### config.mk
export PLATFORM = sky130hd
export DESIGN_NAME = ata_cordic
export DESIGN_NICKNAME = d
export VERILOG_FILES = /design/src/sv/ata_pkg.sv /design/src/sv/ata_cordic.sv
export SDC_FILE = /design/constraint.sdc
export NUM_CORES = 2
export LEC_CHECK = 0
export BUFFER_PORTS_ARGS = -buffer_cell sky130_fd_sc_hd__clkbuf_2
export CORE_MARGIN = 4
export CORE_UTILIZATION = 65
export DETAILED_ROUTE_END_ITERATION = 10
export PLACE_DENSITY = 0.82
export RECOVER_POWER = 25
export SKIP_CTS_REPAIR_TIMING = 1
export SLEW_MARGIN = 20
export SYNTH_ARGS = -nofsm -noshare
export SYNTH_HDL_FRONTEND = slang
export SYNTH_SLANG_ARGS = --single-unit
### constraint.sdc
create_clock -name clk -period 9.24 [get_ports clk]
set_clock_uncertainty 0.05 [all_clocks]
set_input_delay 1.848 -clock clk [delete_from_list [all_inputs] [get_ports clk]]
set_output_delay 1.848 -clock clk [all_outputs]
set_load 0.02 [all_outputs]
### src/sv/ata_pkg.sv
`default_nettype none
package ata_pkg;

    localparam int ROTATION_STEPS = 16;
    localparam int STEP_TABLE_SIZE = 24;
    localparam int CORDIC_STEPS =
        (ROTATION_STEPS < STEP_TABLE_SIZE) ? ROTATION_STEPS : STEP_TABLE_SIZE;

    localparam int OP_W = 28;
    localparam int ANG_W = 26;
    localparam int ROOT_W = 24;
    localparam int RAD_W = 2 * ROOT_W;
    localparam int SQRT_STAGES = ROOT_W;

    typedef logic signed [OP_W-1:0] op_t;
    typedef logic signed [ANG_W-1:0] ang_t;

    localparam ang_t DEG90_FINE = ANG_W'(90 * 65536);
    localparam ang_t DEG180_FINE = ANG_W'(180 * 65536);
    localparam logic signed [18:0] ROLL_LIMIT = 19'sd46080;
    localparam logic signed [18:0] PITCH_LIMIT = 19'sd23040;

    function automatic ang_t atan_fine(input logic [4:0] idx);
        ang_t r;
        case (idx)
            5'd0: r = ANG_W'(2949120);
            5'd1: r = ANG_W'(1740967);
            5'd2: r = ANG_W'(919879);
            5'd3: r = ANG_W'(466945);
            5'd4: r = ANG_W'(234379);
            5'd5: r = ANG_W'(117304);
            5'd6: r = ANG_W'(58666);
            5'd7: r = ANG_W'(29335);
            5'd8: r = ANG_W'(14668);
            5'd9: r = ANG_W'(7334);
            5'd10: r = ANG_W'(3667);
            5'd11: r = ANG_W'(1833);
            5'd12: r = ANG_W'(917);
            5'd13: r = ANG_W'(458);
            5'd14: r = ANG_W'(229);
            5'd15: r = ANG_W'(115);
            5'd16: r = ANG_W'(57);
            5'd17: r = ANG_W'(29);
            5'd18: r = ANG_W'(14);
            5'd19: r = ANG_W'(7);
            5'd20: r = ANG_W'(4);
            5'd21: r = ANG_W'(2);
            5'd22: r = ANG_W'(1);
            default: r = '0;
        endcase
        return r;
    endfunction

endpackage
`default_nettype wire

### src/sv/ata_cordic.sv
`default_nettype none
module ata_cordic (
    input  wire logic           clk,
    input  wire logic           en,
    input  wire ata_pkg::op_t   num,
    input  wire ata_pkg::op_t   den,
    output ata_pkg::ang_t       angle
);
    import ata_pkg::*;

    op_t  x_reg   [CORDIC_STEPS+1];
    op_t  y_reg   [CORDIC_STEPS+1];
    ang_t ang_reg [CORDIC_STEPS+1];
    logic sp_reg  [CORDIC_STEPS+1];
    ang_t spa_reg [CORDIC_STEPS+1];

    always_ff @(posedge clk)
    begin
        if (en)
        begin
            sp_reg[0] <= (num == '0) || (den == '0);
            if (num == '0)
                spa_reg[0] <= den[OP_W-1] ? DEG180_FINE : '0;
            else
                spa_reg[0] <= num[OP_W-1] ? -DEG90_FINE : DEG90_FINE;
            if (den[OP_W-1] && !num[OP_W-1])
            begin
                x_reg[0]   <= num;
                y_reg[0]   <= -den;
                ang_reg[0] <= DEG90_FINE;
            end
            else if (den[OP_W-1])
            begin
                x_reg[0]   <= -num;
                y_reg[0]   <= den;
                ang_reg[0] <= -DEG90_FINE;
            end
            else
            begin
                x_reg[0]   <= den;
                y_reg[0]   <= num;
                ang_reg[0] <= '0;
            end
        end
    end

    genvar i;
    generate
        for (i = 0; i < CORDIC_STEPS; i++) begin : g_step
            op_t xs;
            op_t ys;
            assign xs = x_reg[i] >>> i;
            assign ys = y_reg[i] >>> i;
            always_ff @(posedge clk)
            begin
                if (en)
                begin
                    sp_reg[i+1]  <= sp_reg[i];
                    spa_reg[i+1] <= spa_reg[i];
                    if (!y_reg[i][OP_W-1])
                    begin
                        x_reg[i+1]   <= x_reg[i] + ys;
                        y_reg[i+1]   <= y_reg[i] - xs;
                        ang_reg[i+1] <= ang_reg[i] + atan_fine(5'(i));
                    end
                    else
                    begin
                        x_reg[i+1]   <= x_reg[i] - ys;
                        y_reg[i+1]   <= y_reg[i] + xs;
                        ang_reg[i+1] <= ang_reg[i] - atan_fine(5'(i));
                    end
                end
            end
        end
    endgenerate

    assign angle = sp_reg[CORDIC_STEPS] ? spa_reg[CORDIC_STEPS] : ang_reg[CORDIC_STEPS];
endmodule
`default_nettype wire
==> results.cfg <==
[sta]
relSlewSlack = -1.32
fin_crit_sh = 0.826
max_freq_mhz = 131
rsz0062_at_grt = no
slew_violations = 494
report.final.setup_viol = 0
worst_pin_slew_ps = 3480
setup_tns_ps = 0
fin_crit_ps = 7630
finalHoldViolations = 0

[die]
core_area_mm2 = 0.163
die_y_um = 413
rows = 148
die_w_um = 413
initial_utilization = 0.653
dieArea_mm2 = 0.170
ios = 84

[setup_path]
crit_path_top_delay_cell = clkbuf_1
arrival_ps = 8120
required_ps = 9730
crit_fanout = 85
path_cells = buf_12 -> nand2_1 -> clkbuf_1 -> inv_1 -> nor2_1 -> xnor2_1 -> ha_1 -> nor2b_1 -> o21a_1 -> o21ai_0 -> a311o_1 -> o21ai_0 -> o221ai_1 -> o2111ai_1 -> a31o_2 -> a21oi_1 -> xnor2_1
worst_path_largest_cell_delay_ps = 1470
cp-end-kind = register
critical-path-top-delay-family = buffers and inverters
crit_type = input port to register
critPathLaunchType = input port
crit_buf_inv = 3

[routing]
wl_per_cell_um = 20.4
routed_wl_mm = 273
via_per_inst = 6.35
ant_nets = 0
drt_iter0_drc = 7614
vias = 85000
drc = 0
drt-pass1-iter-count = 7

[logic_synthesis]
ys_seq_area_frac = 0.367
yosysTopAreaCell = edfxtp_1
dominantRegCellSynth = edfxtp_1
synthDistinctLibCells = 88
syn_inst = 11000
synth-seq-cells = 1301
postSynthAreaPerCell_um2 = 9.66
synth_area_mm2 = 0.106
yosys_warnings = 0
syn-num-nets = 12300
synthArstFlopShare = 0
synth.area.top_cells = edfxtp_1, ha_1, xnor2_1
yosysTopAreaCellShare = 0.367
synth_edf_count = 1301

[min_path]
min_path_type = register to register

[placement]
hpwl_mm = 212
place_congestion = 0.957
port_buffers = 82

[cts]
insertion_delay_ps = 810
cts.path.max_buffers = 3
cts_buffers = 151
cts_tree = done
clock-sinks = 1301
clkTransAtPathRegs_ps = 60
clockRootBuffer = clkbuf_16
htree_levels = 4

[global_route]
globalRoute.busiestLayer = met2
use_met2 = 0.537
met1_usage = 0.406
grt_pass1_vias = 81600
grt_pass1_wl_mm = 433
use_met3 = 0.0396
grt_max_degree = 200
antenna_found_initial = 3
grt_util_all_layers = 0.314
overflow = 0

[finish]
largest_register_ffs = 420
fin_nets = 12400
final_layout_size_suffix_gt1_frac = 0.0415
final_common_cell = edfxtp_1
area_delta_synth_final_pct = 7.25
layout_common_cells = edfxtp_1, ha_1, a21oi_1
diodes = 0

[job]
max_cap_viol_count = 11

[run_status]
outcome = finished with violations
violations = capacitance limit, slew limit
-- layer usage --
layer	routed length (µm)	part of all wire
met1	115000	0.42
met2	132000	0.48
met3	15800	0.058
met4	10900	0.040
met5	0	0
-- cell usage after synthesis, types with 152 or more instances --
master and n:
nand3_1 212, o21ai_0 666, nor2b_1 177, a21oi_1 1098, edfxtp_1 1301, nand2_1 654, clkbuf_1 189, a21o_1 465
ha_1 1228, xnor2_1 985, nor2_1 855, xor2_1 541, o21a_1 152, inv_1 467, nor3_1 236, nand2b_1 181
-- final cells by class --
type,count,area [µm²]
Sequential cell,1301,39100
Clock buffer,171,3850
Fill cell,12200,48700
Tap cell,2175,2720
Timing Repair Buffer,135,803
Multi-Input combinational cell,9006,64700
Inverter,479,1800
Clock inverter,106,1160
-- through the flow --
| step | setup slack (ps) | instance area (µm²) | utilization | std cells | hold slack (ps) |
|---|---|---|---|---|---|
| after floorplan | 2860 | 106000 | - | 11000 | 350 |
| after global placement | 1830 | 109000 | 0.670 | 13100 | 350 |
| after detailed placement | 1810 | 109000 | 0.670 | 13100 | 355 |
| after CTS | 2680 | 114000 | 0.701 | 13400 | 366 |
| after global routing | 1210 | 114000 | 0.701 | 13400 | 370 |
| final | 1610 | 114000 | 0.701 | 13400 | 365 |
-- logic make-up (layout without fill, tap and decap cells) --
family / after synthesis / in the layout / share of synthesized area
multiplexers: 57 / 57 / 0.00559
other: 1 / 1 / 0.0000353
flip-flops: 1301 / 1301 / 0.367
AND/OR/NAND/NOR: 2879 / 2879 / 0.131
buffers and inverters: 701 / 891 / 0.0248
adder cells (fa/ha/maj): 1267 / 1267 / 0.152
XOR/XNOR: 1526 / 1526 / 0.126
AO/OA/AOI/OAI: 3276 / 3276 / 0.194
-- path summary, 6_finish.rpt --
| kind | startpoint | end | slack, ps | cells past startpoint |
|---|---|---|---|---|
| worst max register to register | y_reg[2][27] | x_reg[3][24] | 2560 | 16 |
| worst max-delay path | en | x_reg[3][24] | 1610 | 17 |
| worst min register to register | spa_reg[0][181] | spa_reg[0][207] | 370 | 0 |
| worst min-delay path | spa_reg[0][181] | spa_reg[0][207] | 370 | 0 |
Power is left out: the tool's default activity adds up to more than one toggle a clock period on the data nets, which glitch-free logic cannot reach.
