File: config.mk
export PLATFORM = sky130hd
export DESIGN_NAME = ata_sqrt
export DESIGN_NICKNAME = d
export VERILOG_FILES = /design/src/sv/ata_pkg.sv /design/src/sv/ata_sqrt.sv
export SDC_FILE = /design/constraint.sdc
export NUM_CORES = 2
export LEC_CHECK = 0
export BUFFER_PORTS_ARGS = -buffer_cell sky130_fd_sc_hd__buf_2
export CORE_ASPECT_RATIO = 0.8
export CORE_MARGIN = 10
export CORE_UTILIZATION = 45
export CTS_BUF_LIST = sky130_fd_sc_hd__clkbuf_8
export CTS_CLUSTER_DIAMETER = 40
export DETAILED_ROUTE_END_ITERATION = 12
export HOLD_SLACK_MARGIN = 0.06
export PLACE_DENSITY = 0.64
export SYNTH_ARGS = -nofsm -noshare
export SYNTH_HDL_FRONTEND = slang
export SYNTH_SLANG_ARGS = --single-unit
File: constraint.sdc
create_clock -name clk -period 4.4 [get_ports clk]
set_input_delay 0.22 -clock clk [delete_from_list [all_inputs] [get_ports clk]]
set_output_delay 0.22 -clock clk [all_outputs]
set_load 0.1 [all_outputs]
File: src/sv/ata_pkg.sv
`default_nettype none
package ata_pkg;

    localparam int ROTATION_STEPS = 16;
    localparam int STEP_TABLE_SIZE = 24;
    localparam int CORDIC_STEPS =
        (ROTATION_STEPS < STEP_TABLE_SIZE) ? ROTATION_STEPS : STEP_TABLE_SIZE;

    localparam int OP_W = 28;
    localparam int ANG_W = 26;
    localparam int ROOT_W = 24;
    localparam int RAD_W = 2 * ROOT_W;
    localparam int SQRT_STAGES = ROOT_W;

    typedef logic signed [OP_W-1:0] op_t;
    typedef logic signed [ANG_W-1:0] ang_t;

    localparam ang_t DEG90_FINE = ANG_W'(90 * 65536);
    localparam ang_t DEG180_FINE = ANG_W'(180 * 65536);
    localparam logic signed [18:0] ROLL_LIMIT = 19'sd46080;
    localparam logic signed [18:0] PITCH_LIMIT = 19'sd23040;

    function automatic ang_t atan_fine(input logic [4:0] idx);
        ang_t r;
        case (idx)
            5'd0: r = ANG_W'(2949120);
            5'd1: r = ANG_W'(1740967);
            5'd2: r = ANG_W'(919879);
            5'd3: r = ANG_W'(466945);
            5'd4: r = ANG_W'(234379);
            5'd5: r = ANG_W'(117304);
            5'd6: r = ANG_W'(58666);
            5'd7: r = ANG_W'(29335);
            5'd8: r = ANG_W'(14668);
            5'd9: r = ANG_W'(7334);
            5'd10: r = ANG_W'(3667);
            5'd11: r = ANG_W'(1833);
            5'd12: r = ANG_W'(917);
            5'd13: r = ANG_W'(458);
            5'd14: r = ANG_W'(229);
            5'd15: r = ANG_W'(115);
            5'd16: r = ANG_W'(57);
            5'd17: r = ANG_W'(29);
            5'd18: r = ANG_W'(14);
            5'd19: r = ANG_W'(7);
            5'd20: r = ANG_W'(4);
            5'd21: r = ANG_W'(2);
            5'd22: r = ANG_W'(1);
            default: r = '0;
        endcase
        return r;
    endfunction

endpackage
`default_nettype wire

File: src/sv/ata_sqrt.sv
`default_nettype none
module ata_sqrt (
    input  wire logic                        clk,
    input  wire logic                        en,
    input  wire logic [ata_pkg::RAD_W-1:0]   radicand,
    output logic [ata_pkg::ROOT_W-1:0]       root
);
    import ata_pkg::*;

    logic [ROOT_W-1:0] root_reg [SQRT_STAGES];
    logic [ROOT_W:0]   rem_reg  [SQRT_STAGES];
    logic [RAD_W-1:0]  rest_reg [SQRT_STAGES];

    genvar k;
    generate
        for (k = 0; k < SQRT_STAGES; k++) begin : g_stage
            logic [ROOT_W-1:0] root_in;
            logic [ROOT_W:0]   rem_in;
            logic [RAD_W-1:0]  rest_in;
            logic [ROOT_W+2:0] rem2;
            logic [ROOT_W+2:0] trial;
            if (k == 0) begin : g_first
                assign root_in = '0;
                assign rem_in  = '0;
                assign rest_in = radicand;
            end else begin : g_next
                assign root_in = root_reg[k-1];
                assign rem_in  = rem_reg[k-1];
                assign rest_in = rest_reg[k-1];
            end
            assign rem2  = {rem_in, rest_in[RAD_W-1 -: 2]};
            assign trial = {1'b0, root_in, 2'b01};
            always_ff @(posedge clk)
            begin
                if (en)
                begin
                    rest_reg[k] <= {rest_in[RAD_W-3:0], 2'b00};
                    if (rem2 >= trial)
                    begin
                        rem_reg[k]  <= (ROOT_W+1)'(rem2 - trial);
                        root_reg[k] <= {root_in[ROOT_W-2:0], 1'b1};
                    end
                    else
                    begin
                        rem_reg[k]  <= rem2[ROOT_W:0];
                        root_reg[k] <= {root_in[ROOT_W-2:0], 1'b0};
                    end
                end
            end
        end
    endgenerate

    assign root = root_reg[SQRT_STAGES-1];
endmodule
`default_nettype wire

==> results by group <==
Global route
  • Largest net degree at the start of global routing: between 150 and 200
  • Global route total overflow: 0
  • Via count of the first global-routing pass: about 38000
  • All-layer global routing usage: 15.19%
  • Antenna violations before repair: 2
  • Wire length of the first global-routing pass: between 150 and 200 mm

Synth
  • Yosys synthesis warning count: 0
  • Average instance area after synthesis: between 10 and 15 sq um
  • Number of different library cells in the post-synthesis netlist: 85
  • Seq/Total Area, Yosys: between 60 and 70%
  • Number of enable-type register cells in the synthesized netlist: between 1000 and 1500
  • Most instantiated flip-flop cell in the synthesis netlist: sky130_fd_sc_hd__edfxtp_1
  • Number of instances in the synthesized netlist: between 4000 and 5000
  • Number of flip-flops and latches in the synthesized netlist: between 1000 and 1500
  • Post-Syn Nets: around 5400
  • Post-synthesis cell area: roughly 65000 sq um
  • Post-synth ARST share: 0%

STA
  • Setup-failing EPs final: 0
  • Final setup skew: 50.19 ps
  • Post-layout min period: 3694 ps
  • Max-slew violation total from the final report: 0
  • Final Cycle Share: a little over four fifths
  • Total count of hold-check failures in the final report: 0
  • Worst Tran Pin Value: between 1000 and 1500 ps
  • Headroom to the max-slew limit: about 19%
  • Highest Clock Rate: 270.7 MHz
  • Accumulated negative setup slack: 0 ps
  • RSZ-0062 raised after global routing: false
  • Worst hold slack after final layout: 242.1 ps

Worst hold path
  • Number of instances on the worst hold path: 4
  • Min-Delay Endpoint: rem_reg[0][0]
  • Tightest Hold Check Type: in -> reg
  • Hold Startpoint: radicand[46]

Clock tree
  • H-tree depth: 4
  • Library cell used as clock root buffer: sky130_fd_sc_hd__clkbuf_8
  • Clock Latency Late Sink: 950 ps
  • Clock buffer count from CTS: between 200 and 250
  • Post-CTS setup buffers: 0
  • CTS clk-pin slew, worst paths: 60 ps
  • Maximum number of buffers from clock root to sink: 3
  • Clk sink count: 1395
  • CTS tree: built
  • Resize count post-CTS: 0

Power
  • Switching part of the total: 28.78%
  • Static leakage: between 20 and 30 nW
  • Net Switching: 0.01028 W
  • Fraction of power consumed by the clock network: a little under a third
  • Sequential share of power: roughly half
  • Power per cell area: ~490 nW/um^2
  • Cell internal power dissipation: about 0.025 W
  • Combinational power share: around 20%
  • Worst-case vdd ir drop: 0.3156 mV

Place
  • IO buf count: 73
  • Final weighted congestion of routability-driven global placement: between 0.8 and 0.9
  • Total half-perimeter wirelength after legalization and detailed placement: 86.25 mm

Floorplanning
  • Chip width: around 440 microns
  • Effective utilization at floorplan: ~45%
  • Area of the placeable core: 143000 sq um
  • Overall die area: ~160000 sq um
  • Total I/O pin count: between 70 and 80
  • Die height: roughly 360 microns
  • Row Count: 124

Worst setup path
  • Signal arrival time at the worst endpoint: between 4000 and 5000 ps
  • Logic depth of the worst register-to-register path: 8
  • Count of buffer and inverter cells on the critical path: 0
  • Critical Path Fanout Max: 33
  • Cell type group with the largest total delay on the critical path: compound AO/OA/AOI/OAI gates
  • Sort of element at the end of the critical path: flop
  • Reg-to-reg critical path endpoint: rem_reg[2][4]
  • Cell-by-cell trace of the critical path: ha_1 > a21o_1 > a2111oi_0 > a221oi_1 > o21bai_1 > o21ai_0 > nor2b_2 > mux2_2
  • WS Path Type: reg -> reg
  • Setup slack on the worst flop-to-flop path: ~710 ps
  • Crit path launch type: flop
  • Slowest cell on the critical path: sky130_fd_sc_hd__nor2b_2
  • Worst R2R Start: rem_reg[1][181]
  • Required time at the worst-slack endpoint: between 5000 and 6000 ps
  • Worst stage delay on the critical path: 970 ps

Drt
  • DR DRC count: 0
  • Average wire length per cell after detail routing: between 15 and 20 microns
  • DRT iter0 DRCs: about 3100
  • Routed wire length: 123.8 mm
  • Total vias in the final route: ~39000
  • Detailed-route vias per instance: 5.260
  • Number of nets with antenna violations after routing: 0
  • DR pass1 iterations: 6

Final layout
  • Area growth from synthesis to final layout: 12.42%
  • Highest-count cells in the layout ignoring fill and taps: sky130_fd_sc_hd__edfxtp_1 (1394), sky130_fd_sc_hd__inv_1 (478), sky130_fd_sc_hd__nor2_1 (327)
  • End-of-flow core utilization: a little over 50%
  • Largest register FFs: about 550
  • Most frequent standard cell in the layout excluding fill and tap cells: sky130_fd_sc_hd__edfxtp_1
  • Proportion of layout cells with a drive suffix above 1: a little over 9%
  • Nets: around 5700

Job
  • # Max-Cap Violations: 0

Outcome
  • Result of the run: complete, no violations
## how the worst max path moves through the flow
stage	from	cells past startpoint	end	slack, ps
2_1_floorplan	rem_reg[2][13]	10	rem_reg[2][45]	1340
3_3_place_gp	rem_reg[1][181]	8	rem_reg[2][4]	700
3_5_place_dp	root_reg[1][174]	9	rem_reg[2][4]	690
4_1_cts	rem_reg[1][181]	8	rem_reg[2][4]	690
5_1_grt	rem_reg[0][61]	8	rem_reg[0][93]	290
6_report	rem_reg[1][181]	8	rem_reg[2][4]	710
## cells in the mapped netlist (all sizes together), types with 16 or more instances
cell type / number / area [sq um]
a211oi: 25 / 187.7
a21o: 110 / 825.8
a21oi: 311 / 1556
a31oi: 26 / 162.7
and2: 27 / 168.9
and3: 22 / 137.6
buf: 16 / 75.07
clkbuf: 103 / 386.6
edfxtp: 1394 / 41860
ha: 326 / 4079
inv: 410 / 1539
mux2: 53 / 600.6
nand2: 276 / 1036
nand2b: 64 / 400.4
nand3: 85 / 425.4
nand3b: 18 / 135.1
nand4: 54 / 337.8
nand4b: 16 / 140.1
nor2: 327 / 1227
nor2b: 39 / 244.0
nor3: 136 / 680.7
nor4: 74 / 484.2
nor4b: 18 / 163.9
o211ai: 26 / 200.2
o21a: 71 / 533.0
o21ai: 215 / 1076
o21bai: 20 / 150.1
o31ai: 30 / 225.2
or2: 20 / 125.1
or3: 48 / 305.3
or4: 29 / 236.5
xnor2: 242 / 2120
xor2: 189 / 1655
## power by group through the flow
| stage | registers (W) | logic [W] | clock network, W |
|---|---|---|---|
| 6_report | 0.0177 | 0.00722 | 0.0108 |
| 5_1_grt | 0.0179 | 0.00809 | 0.0118 |
| 4_1_cts | 0.0177 | 0.00720 | 0.0112 |
| 3_5_place_dp | 0.0180 | 0.00708 | 0 |
| 3_3_place_gp | 0.0180 | 0.00698 | 0 |
| 2_1_floorplan | 0.0176 | 0.00539 | 0 |
## through the flow
step / setup slack, ps / power, W / instances / instance area, sq um
final: 706.3 / 0.03571 / 7379 / 72990
after global placement: 702.7 / 0.02493 / 6866 / 67650
after global routing: 292.8 / 0.03777 / 7379 / 72990
after detailed placement: 692.5 / 0.02506 / 6866 / 67650
after CTS: 685.2 / 0.03613 / 7378 / 72980
after floorplan: 1339 / 0.02302 / 4981 / 64920
## tightest hold or removal path: cells and delay by family
kind / cells / cell delay (ps)
buffers and inverters: 3 / 710
xor gates and xnor gates: 1 / 140
## routing by layer
metal / track usage [%] / part of all wire (%) / wire length [microns] / vias to the layer above
met2: 23.37 / 45 / 55310 / 929
li1: - / - / - / 19170
met4: 4.438 / 2.0 / 2433 / 0
met5: 0 / 0 / 0 / -
met1: 21.57 / 48 / 59020 / 18530
met3: 3.288 / 5.7 / 7043 / 194
## repair_timing
| action | CTS | global route |
|---|---|---|
| hold buffers | 97 | 0 |
| endpoints found under the hold margin | 415 | 0 |
| setup endpoints to repair | 0 | 0 |
## cell families (layout without fill, tap and decap cells)
| kind of cell | after synthesis | in the layout | synth area share, % |
|---|---|---|---|
| simple gates | 1282 | 1282 | 10.02 |
| xor+xnor | 431 | 431 | 5.814 |
| flops | 1395 | 1395 | 64.51 |
| other cells | 0 | 1 | 0 |
| buf+inv | 530 | 1037 | 3.087 |
| compound gates | 956 | 956 | 9.243 |
| fa+ha+maj | 326 | 326 | 6.283 |
| mux | 61 | 61 | 1.048 |
## layout make-up
| cell class | count | area, sq um |
|---|---|---|
| Antenna cell | 1 | 2.502 |
| Clock buffer | 226 | 3110 |
| Clock inverter | 189 | 1255 |
| Fill cell | 12170 | 70060 |
| Inverter | 411 | 1543 |
| Multi-Input combinational cell | 3056 | 21080 |
| Sequential cell | 1395 | 41880 |
| Tap cell | 1890 | 2365 |
| Timing Repair Buffer | 211 | 1747 |
Power figures use the tool's default switching activity.
